### src/rtl/ptrs_pkg.sv
// Package for the periodic task release scheduler.
// Holds the request and response word types and the request and task-state codes.
// Depends on nothing.
package ptrs_pkg;

   // Request codes carried in the req_type field.
   localparam logic [2:0] REQ_TIMER  = 3'd0;
   localparam logic [2:0] REQ_CREATE = 3'd1;
   localparam logic [2:0] REQ_DELETE = 3'd2;
   localparam logic [2:0] REQ_PAUSE  = 3'd3;
   localparam logic [2:0] REQ_RESUME = 3'd4;

   // Task states.
   localparam logic [1:0] ST_READY  = 2'd0;
   localparam logic [1:0] ST_PAUSED = 2'd1;
   localparam logic [1:0] ST_KILLED = 2'd2;

   // Largest number of releases reported for one OS tick.
   localparam int unsigned MAX_HITS = 8;
   // Width that holds any slot number the block supports.
   localparam int unsigned IDX_W = 4;
   // Width of the OS tick counter, which is also the dividend of the modulo.
   localparam int unsigned TICK_W = 32;
   localparam int unsigned PERIOD_W = 16;

   typedef struct packed {
      logic [2:0]  req_type;
      logic [2:0]  slot_index;
      logic [15:0] period_ticks;
      logic [7:0]  phase_offset;
      logic [1:0]  initial_state;
   } req_word_type;

   typedef struct packed {
      logic [2:0]  released_slot;
      logic [31:0] tick_value;
      logic        last_release;
   } rsp_word_type;

endpackage

### src/rtl/periodic_task_release_scheduler.sv
// Periodic task release scheduler: top level with slot table, tick divider and walk sequencer.
// Depends on ptrs_pkg for the request and response word types and the codes.
//
// Usage:
//   A request word is taken at a rising edge where start is high and busy is low.
//   Create, delete, pause and resume update the slot table in that cycle and give no result.
//   A timer interrupt word counts down the divider; when it runs out, the OS tick counter
//   steps and the block walks the slots from the highest index down, with busy high.
//   Each slot that is valid, ready and has a nonzero period, while fewer than MAX_HITS
//   releases have been found, takes a check state, the shared restoring subtract unit (tick
//   mod period, one bit a cycle) and a compare state; any other slot takes only the check
//   state. The final release is registered out once the sequencer is back in idle.
//   Every release is one response word on rsp_word, shown for exactly one cycle with
//   rsp_valid high; the final release of a tick has last_release set. A release is shown
//   when the next one is found; the final one is sent once the walk has ended.
//   The receiver cannot stall.
//   csr_wr_en and csr_wr_data write the interrupts_per_tick register and reload the divider;
//   the user writes only while the block is idle (not enforced). A value of zero means 256.
//   Synchronous reset marks every slot invalid and ready, sets the divider and register to
//   one and the tick counter to zero; the block is ready as soon as reset is released.
module periodic_task_release_scheduler #(
   parameter int unsigned TASK_SLOTS = 8
) (
   input  logic                 clock,
   input  logic                 reset,
   input  logic                 start,
   output logic                 busy,
   input  ptrs_pkg::req_word_type req_word,
   output logic                 rsp_valid,
   output ptrs_pkg::rsp_word_type rsp_word,
   input  logic                 csr_wr_en,
   input  logic [7:0]           csr_wr_data
);
   import ptrs_pkg::*;

   localparam int unsigned SLOT_W = (TASK_SLOTS > 1) ? $clog2(TASK_SLOTS) : 1;
   localparam int unsigned CNT_W = $clog2(TICK_W);
   localparam int unsigned HIT_W = $clog2(MAX_HITS + 1);

   // Sequencer codes.
   localparam logic [1:0] S_IDLE  = 2'd0;
   localparam logic [1:0] S_CHECK = 2'd1;
   localparam logic [1:0] S_DIV   = 2'd2;
   localparam logic [1:0] S_CMP   = 2'd3;

   // Configuration, divider and tick counter.
   logic [7:0]        ipt_ff;
   logic [7:0]        div_ff;
   logic [TICK_W-1:0] tick_ff;

   // Slot table.
   logic                 valid_ff  [TASK_SLOTS];
   logic [1:0]           state_ff  [TASK_SLOTS];
   logic [PERIOD_W-1:0]  period_ff [TASK_SLOTS];
   logic [7:0]           offset_ff [TASK_SLOTS];

   // Walk sequencer and modulo unit.
   logic [1:0]          seq_ff, seq_in;
   logic [SLOT_W-1:0]   walk_ff, walk_in;
   logic [CNT_W-1:0]    cnt_ff, cnt_in;
   logic [TICK_W-1:0]   dvd_ff, dvd_in;
   logic [PERIOD_W-1:0] rem_ff, rem_in;
   logic [HIT_W-1:0]    hits_ff, hits_in;
   logic                pend_ff, pend_in;
   logic [IDX_W-1:0]    pend_slot_ff, pend_slot_in;
   logic                rsp_valid_ff, rsp_valid_in;
   rsp_word_type        rsp_ff, rsp_in;

   logic               accept;
   logic [IDX_W-1:0]   req_idx_wide;
   logic [SLOT_W-1:0]  req_idx;
   logic               req_idx_ok;
   logic [7:0]         div_dec;
   logic               tick_fire;
   logic               eligible;
   logic [PERIOD_W:0]  trial;
   logic               trial_ge;
   logic               hit;
   logic               walk_end;
   logic [IDX_W-1:0]   walk_wide;

   assign accept       = start && (seq_ff == S_IDLE);
   assign busy         = (seq_ff != S_IDLE);
   assign req_idx_wide = IDX_W'(req_word.slot_index);
   assign req_idx      = req_idx_wide[SLOT_W-1:0];
   assign req_idx_ok   = (req_idx_wide < IDX_W'(TASK_SLOTS));
   assign div_dec      = div_ff - 8'd1;
   assign tick_fire    = accept && (req_word.req_type == REQ_TIMER) && (div_dec == 8'd0);
   assign walk_wide    = IDX_W'(walk_ff);

   // Slot under the walk pointer may release only when valid, ready and with a period.
   assign eligible = valid_ff[walk_ff] && (state_ff[walk_ff] == ST_READY) &&
                     (period_ff[walk_ff] != '0);

   // One restoring step of tick mod period.
   assign trial    = {rem_ff, dvd_ff[TICK_W-1]};
   assign trial_ge = (trial >= {1'b0, period_ff[walk_ff]});

   assign hit      = (rem_ff == PERIOD_W'(offset_ff[walk_ff]));
   assign walk_end = (walk_ff == '0);

   // Divider, tick counter and configuration register.
   always_ff @(posedge clock) begin
      if (reset) begin
         ipt_ff  <= 8'd1;
         div_ff  <= 8'd1;
         tick_ff <= '0;
      end else begin
         if (accept && (req_word.req_type == REQ_TIMER)) begin
            if (div_dec == 8'd0) begin
               div_ff  <= ipt_ff;
               tick_ff <= tick_ff + TICK_W'(1);
            end else begin
               div_ff <= div_dec;
            end
         end
         if (csr_wr_en) begin
            ipt_ff <= csr_wr_data;
            div_ff <= csr_wr_data;
         end
      end
   end

   // Slot table updates from create, delete, pause and resume words.
   always_ff @(posedge clock) begin
      if (reset) begin
         for (int s = 0; s < TASK_SLOTS; s++) begin
            valid_ff[s] <= 1'b0;
            state_ff[s] <= ST_READY;
         end
      end else if (accept && req_idx_ok) begin
         unique case (req_word.req_type)
            REQ_CREATE: begin
               valid_ff[req_idx]  <= 1'b1;
               period_ff[req_idx] <= req_word.period_ticks;
               offset_ff[req_idx] <= req_word.phase_offset;
               state_ff[req_idx]  <= req_word.initial_state;
            end
            REQ_DELETE: begin
               valid_ff[req_idx] <= 1'b0;
               state_ff[req_idx] <= ST_KILLED;
            end
            REQ_PAUSE: begin
               state_ff[req_idx] <= ST_PAUSED;
            end
            REQ_RESUME: begin
               state_ff[req_idx] <= ST_READY;
            end
            default: begin
            end
         endcase
      end
   end

   // Walk sequencer: checks each slot, runs the modulo and reports releases one word behind.
   always_comb begin
      seq_in       = seq_ff;
      walk_in      = walk_ff;
      cnt_in       = cnt_ff;
      dvd_in       = dvd_ff;
      rem_in       = rem_ff;
      hits_in      = hits_ff;
      pend_in      = pend_ff;
      pend_slot_in = pend_slot_ff;
      rsp_valid_in = 1'b0;
      rsp_in       = rsp_ff;

      unique case (seq_ff)
         S_IDLE: begin
            if (tick_fire) begin
               seq_in  = S_CHECK;
               walk_in = SLOT_W'(TASK_SLOTS - 1);
               hits_in = '0;
               pend_in = 1'b0;
            end
         end
         S_CHECK: begin
            if (eligible && (hits_ff < HIT_W'(MAX_HITS))) begin
               seq_in = S_DIV;
               cnt_in = '0;
               dvd_in = tick_ff;
               rem_in = '0;
            end else if (walk_end) begin
               seq_in = S_IDLE;
            end else begin
               walk_in = walk_ff - SLOT_W'(1);
            end
         end
         S_DIV: begin
            dvd_in = {dvd_ff[TICK_W-2:0], 1'b0};
            if (trial_ge) begin
               rem_in = PERIOD_W'(trial - {1'b0, period_ff[walk_ff]});
            end else begin
               rem_in = PERIOD_W'(trial);
            end
            cnt_in = cnt_ff + CNT_W'(1);
            if (cnt_ff == CNT_W'(TICK_W - 1)) begin
               seq_in = S_CMP;
            end
         end
         S_CMP: begin
            if (hit) begin
               hits_in      = hits_ff + HIT_W'(1);
               pend_in      = 1'b1;
               pend_slot_in = walk_wide;
            end
            if (walk_end) begin
               seq_in = S_IDLE;
            end else begin
               seq_in  = S_CHECK;
               walk_in = walk_ff - SLOT_W'(1);
            end
         end
         default: begin
            seq_in = S_IDLE;
         end
      endcase

      // A pending release goes out when a newer one replaces it; the final one goes out
      // from idle once the walk has ended.
      if (pend_ff && (seq_ff == S_CMP) && hit) begin
         rsp_valid_in          = 1'b1;
         rsp_in.released_slot  = pend_slot_ff[2:0];
         rsp_in.tick_value     = tick_ff;
         rsp_in.last_release   = 1'b0;
      end
      if ((seq_ff == S_IDLE) && pend_ff) begin
         rsp_valid_in          = 1'b1;
         rsp_in.released_slot  = pend_slot_ff[2:0];
         rsp_in.tick_value     = tick_ff;
         rsp_in.last_release   = 1'b1;
         pend_in               = 1'b0;
      end
   end

   // A release and a final release cannot both appear in one cycle: the final one is only
   // sent from idle, and the others only from a compare.
   always_ff @(posedge clock) begin
      if (reset) begin
         seq_ff       <= S_IDLE;
         pend_ff      <= 1'b0;
         rsp_valid_ff <= 1'b0;
         hits_ff      <= '0;
      end else begin
         seq_ff       <= seq_in;
         pend_ff      <= pend_in;
         rsp_valid_ff <= rsp_valid_in;
         hits_ff      <= hits_in;
      end
   end

   // Datapath registers of the walk.
   always_ff @(posedge clock) begin
      walk_ff      <= walk_in;
      cnt_ff       <= cnt_in;
      dvd_ff       <= dvd_in;
      rem_ff       <= rem_in;
      pend_slot_ff <= pend_slot_in;
      rsp_ff       <= rsp_in;
   end

   assign rsp_valid = rsp_valid_ff;
   assign rsp_word  = rsp_ff;

endmodule
### config.mk
export PLATFORM = sky130hd
export DESIGN_NAME = periodic_task_release_scheduler
export DESIGN_NICKNAME = d
export VERILOG_FILES = /design/src/rtl/ptrs_pkg.sv /design/src/rtl/periodic_task_release_scheduler.sv
export SDC_FILE = /design/constraint.sdc
export NUM_CORES = 1
export LEC_CHECK = 0
export BUFFER_PORTS_ARGS = -buffer_cell sky130_fd_sc_hd__buf_4
export CAP_MARGIN = 30
export CELL_PAD_IN_SITES_DETAIL_PLACEMENT = 0
export CELL_PAD_IN_SITES_GLOBAL_PLACEMENT = 2
export CORE_ASPECT_RATIO = 1.1
export CORE_MARGIN = 2
export CORE_UTILIZATION = 47
export CTS_CLUSTER_DIAMETER = 150
export DETAILED_ROUTE_END_ITERATION = 12
export PLACE_DENSITY_LB_ADDON = 0.1
export SLEW_MARGIN = 0
export SYNTH_ARGS = -nofsm -noshare
export SYNTH_HDL_FRONTEND = slang
export SYNTH_SLANG_ARGS = --single-unit
### constraint.sdc
create_clock -name clock -period 7.15 [get_ports clock]
set_input_delay 0.715 -clock clock [delete_from_list [all_inputs] [get_ports clock]]
set_output_delay 0.715 -clock clock [all_outputs]
set_load 0.05 [all_outputs]
== Yosys cells after proc, flatten, opt, wreduce, memory -nomap -nowiden ==
Memories as Yosys holds them, arrays and structs flattened. A register that Yosys moved wholly into a read port is not among the register bits.
Cells that the tools add are included.

* Register bits after elaboration: 151
* RAM bits: 216
* Input port bits: 44
* Output and inout bits: 38
* Logic and storage cells: 140
* Memories: 4

{| class="wikitable"
|+ Memory list
! memory !! words !! width !! read ports !! clocked after memory_dff !! write ports !! line !! RTL
|-
| period_ff || 8 || 16 || 1 || 1 || 1 || periodic_task_release_scheduler.sv:54 || <nowiki>logic [PERIOD_W-1:0] period_ff [TASK_SLOTS];</nowiki>
|-
| offset_ff || 8 || 8 || 1 || 1 || 1 || periodic_task_release_scheduler.sv:55 || <nowiki>logic [7:0] offset_ff [TASK_SLOTS];</nowiki>
|-
| state_ff || 8 || 2 || 1 || 1 || 8 || periodic_task_release_scheduler.sv:53 || <nowiki>logic [1:0] state_ff [TASK_SLOTS];</nowiki>
|-
| valid_ff || 8 || 1 || 1 || 1 || 8 || periodic_task_release_scheduler.sv:52 || <nowiki>logic valid_ff [TASK_SLOTS];</nowiki>
|}

* $add $sub $neg: 6
* Order comparisons: 3
* Equal/unequal tests: 15
* Mux-type cells: 62
* Bitwise operators: 4
* Reduce and logical (&&, ||, !) cells: 31

{| class="wikitable"
|+ Operators by type and width
! operator !! count
|-
| $mux 36 || 2
|-
| $pmux 32 s2 || 1
|-
| $add 32x1->32 const B || 1
|-
| $mux 16 || 2
|-
| $mux 32 || 1
|-
| $pmux 16 s2 || 1
|-
| $mux 1 || 27
|-
| $mux 3 || 9
|-
| $mux 8 || 3
|-
| $ge 17x16->1 || 1
|-
| $eq 16x8->1 || 1
|-
| $mux 2 || 8
|-
| $reduce_bool 16->1 || 1
|-
| $sub 16x16->16 || 1
|-
| $logic_and 1x1->1 || 10
|-
| $ne 2x2->1 const B || 5
|-
| $pmux 5 s2 || 1
|-
| $reduce_bool 2->1 || 5
|-
| $pmux 3 s3 || 1
|-
| $reduce_and 3->1 || 3
|-
| $logic_not 8->1 || 1
|-
| $mux 4 || 2
|-
| $pmux 2 s4 || 1
|-
| $pmux 4 s2 || 1
|-
| 22 further kinds || 32
|}

== Logic depth before layout (Yosys ltp) ==
* Depth after elaboration: 11
* Depth in mapped cells: 16
* Gate-level depth less buffers: 13

== Worst setup path after synthesis ==
Ideal clock, no wire load.

* Path type: reg-to-reg
* From: register with a tool-made name
* To: register rem_ff[10] (data pin)
* Setup time: 266 ps
* Arrival: 3,606 ps
* Data required time: 6,884 ps
* Setup slack: 3,278 ps
* Stages on the path, launching flop included: 15
* Buffers on the path: 5
* Clock period less this slack: 3,872 ps
* Cells stage by stage: dfxtp_1 buf_2 buf_2 buf_2 buf_1 mux2i_1 ha_1 nand4_1 nor4_1 o21ai_0 o211ai_1 a41o_1 clkbuf_1 mux2i_1 nor2_1

{| class="wikitable"
|+ RTL lines
! element !! line !! RTL
|-
| to (signal assigned) || periodic_task_release_scheduler.sv:257 || <nowiki>rem_ff <= rem_in;</nowiki>
|-
| to (decl) || periodic_task_release_scheduler.sv:62 || <nowiki>logic [PERIOD_W-1:0] rem_ff, rem_in;</nowiki>
|}

==> flow_summary_export.csv <==
group,metric,value,unit
outcome,outcome,"complete, no violations",
logic_synthesis,yosys_most_used_dff,"edfxtp_1",
clocking,cts_hold_buf,0,
timing,maxSlewViolCount,0,
cells_and_area,drive_gt1_share,18.00,%
clocking,root_buffer,"clkbuf_16",
setup_path,path_cells,"buf_4 > mux4_2 > mux2i_1 > ha_1 > nand4_1 > nor4_1 > o21ai_0 > o211ai_1 > a41o_1 > mux2i_1 > nor2_1",
timing,worst_pin_slew,0.9620,ns
logic_synthesis,synth_edf_count,310,
run,max_cap_viol_count,0,
setup_path,worst_ep_required_time,7.41,ns
timing,fin_crit_sh,62.19,%
logic_synthesis,syn-cell-area,16020,um^2
timing,fmax,0.2249,GHz
placement,gp_congestion,0.7686,
setup_path,path_common_cell,"mux2i_1",
cells_and_area,syn2layout_area_growth,14.47,%
floorplanning,dieWidth,180.0,um
clocking,clk_pin_slew,0.06,ns
clocking,h-tree-depth,2,
global_route,antenna_found_initial,0,
global_route,grt_pass1_wl,51370,um
drt,dr.pass1.iters,5,
global_route,grt_max_degree,75,
logic_synthesis,ys_types,65,
logic_synthesis,syn_area_per_cell,13.81,um^2
hold_path,hold_class,"primary input to flip-flop",
cells_and_area,final_cell_mix,"edfxtp_1 (310), nand2_1 (121), nor2_1 (114), buf_4 (90), dfxtp_1 (57)",
timing,hold_viol_final,0,
setup_path,cpPeakStageDelay,0.90,ns
logic_synthesis,synth_area_leader_cell,"edfxtp_1",
logic_synthesis,post_synth_mux_area_share,9.578,%
power_and_ir_drop,vdd_ir_drop_max,237.5,uV
logic_synthesis,ys_ff_latch,370,
logic_synthesis,async_reset_ff_share,0,%
timing,tns,0,ns
clocking,clk_path_buf_depth,3,
cells_and_area,fin_nets,1309,
drt,drt_iter0_drc,597,
setup_path,crit_arrival,4.71,ns
timing,finalSetupViolCount,0,
cells_and_area,fillers,2746,
logic_synthesis,syn-num-nets,1230,
placement,io_buffers,81,
power_and_ir_drop,powerDensity,243.0,nW/um^2
logic_synthesis,syn_inst,1160,
timing,finalWorstSetupSlack,2.703,ns
power_and_ir_drop,p_leak,0.006292,uW
logic_synthesis,synthTopCellsByArea,"edfxtp_1 (58%), dfxtp_1 (7.5%), mux4_2 (6.7%)",
drt,drt-total-wl,32580,um
logic_synthesis,yosysWarnings,0,
drt,drt.antenna.violating_nets,0,
clocking,tritoncts,"yes",
global_route,gr-total-overflow,0,
setup_path,path_max_fanout,30,
logic_synthesis,synth_compound_area_share,5.430,%
timing,fin_crit,4.447,ns
setup_path,worstSetupStartpointType,"flip-flop",
cells_and_area,seq_area,10520,um^2
cells_and_area,layout_commonest_cell,"edfxtp_1",
logic_synthesis,synth-simple-area-share,12.24,%
floorplanning,initial_utilization,47.99,%
clocking,post_cts_buffers,0,
floorplanning,dieArea,35570,um^2
setup_path,cp-end-kind,"flip-flop",
timing,slew_headroom,35.71,%
clocking,cts_inserted_buffers,39,
cells_and_area,antenna-diode-count,0,
power_and_ir_drop,finalPower,4455,uW
logic_synthesis,synthXorXnorAreaFrac,2.898,%
logic_synthesis,netlist.area_leader.share,58.12,%
clocking,worstSkewPairLatency,0.53,ns
placement,place_hpwl,20330,um
floorplanning,rows,70,
drt,met2_length,16030,um
cells_and_area,multiInputGateArea,5209,um^2
global_route,grt_pass1_vias,9042,
timing,rsz0062_at_grt,"false",
setup_path,criticalPathCategory,"flip-flop to flip-flop",
drt,drc_errors,0,
floorplanning,die_h,197.6,um
drt,wl_met1,14670,um
global_route,grt_use_total,18.44,%
placement,dp_slack,2.624,ns
timing,skew,0.01582,ns
logic_synthesis,synthAdderAreaFrac,2.078,%
logic_synthesis,synth_seq_area_share,65.63,%
drt,vias,9177,
logic_synthesis,synth_top_family_by_area,"simple AND/OR/NAND/NOR gates",
drt,dr_wl_met3,1322,um
floorplanning,ios,82,
drt,drt-wirelength-per-cell,19.17,um
drt,highest_layer,"met4",
clocking,cts_resized,0,
drt,viasPerCell,5.401,
floorplanning,coreArea,33370,um^2
clocking,clkSinkCount,370,
setup_path,slowest_stage,"dfxtp_2",
## area by class of cell
| type | instances | share of cell area (%) |
|---|---|---|
| sequential | 370 | 57.36 |
| multi-input combinational | 710 | 28.41 |
| clock buffer | 55 | 6.163 |
| timing repair buffer | 92 | 3.986 |
| tap | 432 | 2.948 |
| clock inverter | 14 | 0.5938 |
| inverter | 26 | 0.5324 |
## logic make-up (layout without fill, tap and decap cells)
kind of cell | count (synthesis) | in the layout
AOI/OAI and AO/OA | 137 | 137
xor gates and xnor gates | 53 | 53
adders and majority gates | 26 | 26
buffers and inverters | 80 | 187
DFF | 370 | 370
muxes | 93 | 93
and+or+nand+nor | 401 | 401
## routing by layer
metal  GRT usage [%]  vias to the layer above
met1           25.01                     4517
li1                -                     4465
met4           4.577                        0
met2           31.39                      158
met3           2.821                       37
met5               0                        -
## stage by stage
step / cells / util (%) / hold slack, ns / area (um^2)
floorplan: 1160 / - / 0.4444 / 16020
global placement: 1628 / 51.06 / 0.4577 / 17040
detailed placement: 1629 / 51.14 / 0.4606 / 17070
CTS: 1698 / 54.86 / 0.3810 / 18310
global route: 1699 / 54.94 / 0.3996 / 18330
finish: 1699 / 54.94 / 0.4036 / 18330
## final timing paths
kind / from / to / slack, ns / cells after the start
max: flip-flop / rem_ff[3]$_SDFFCE_PN0P_ / 2.70 / 11
min: csr_wr_data[0] / ipt_ff[0]$_SDFFE_PP1P_ / 0.40 / 3
max reg2reg: flip-flop / rem_ff[3]$_SDFFCE_PN0P_ / 2.70 / 11
min reg2reg: ipt_ff[3]$_SDFFE_PP0P_ / ipt_ff[3]$_SDFFE_PP0P_ / 0.47 / 2
## state kept, by name, indices dropped and copies added (netlist names), 4 cells and up, named ones only
signal,flops
cnt_ff,5
div_ff,8
rem_ff,16
valid_ff,8
tick_ff,32
period_ff,128
hits_ff,4
rsp_word,36
offset_ff,64
dvd_ff,32
ipt_ff,8
state_ff,16
## report_power, final
part	total, uW	internal [uW]	switching [uW]
Combinational	146	59.9	85.6
Sequential	2350	2340	12.1
Clock	1960	1140	815
Total	4450	3540	913
## synth_stat cells, types with 3 or more instances
cell / count
nor2b_1: 10
ha_1: 25
nor4_1: 10
nor3_2: 3
a21oi_1: 41
nand3b_1: 4
and3_1: 4
and2_1: 40
clkbuf_1: 28
nand3_1: 16
buf_4: 4
dfxtp_1: 60
nand2b_1: 9
or4_1: 3
o21bai_1: 19
buf_2: 17
and4_1: 4
o21a_1: 6
a31oi_1: 5
buf_1: 4
o31ai_1: 3
xnor2_1: 34
xor2_1: 19
a211oi_1: 5
edfxtp_1: 310
a21o_1: 4
nand2_1: 122
or3_1: 10
o21ai_0: 28
o211ai_1: 4
nand4_1: 13
nor3_1: 14
mux2i_1: 43
inv_1: 26
nor2_1: 122
nor4b_1: 4
a22oi_1: 3
mux4_2: 48
## critical path: cells and delay by family (launching register included)
kind,cells,cell delay [ns]
DFF,1,0.90
and+or+nand+nor,3,0.64
AOI/OAI and AO/OA,3,1.07
adders and majority gates,1,0.23
muxes,3,0.86
buffers and inverters,1,0.44
No activity file was read; power rests on OpenSTA's default activity.
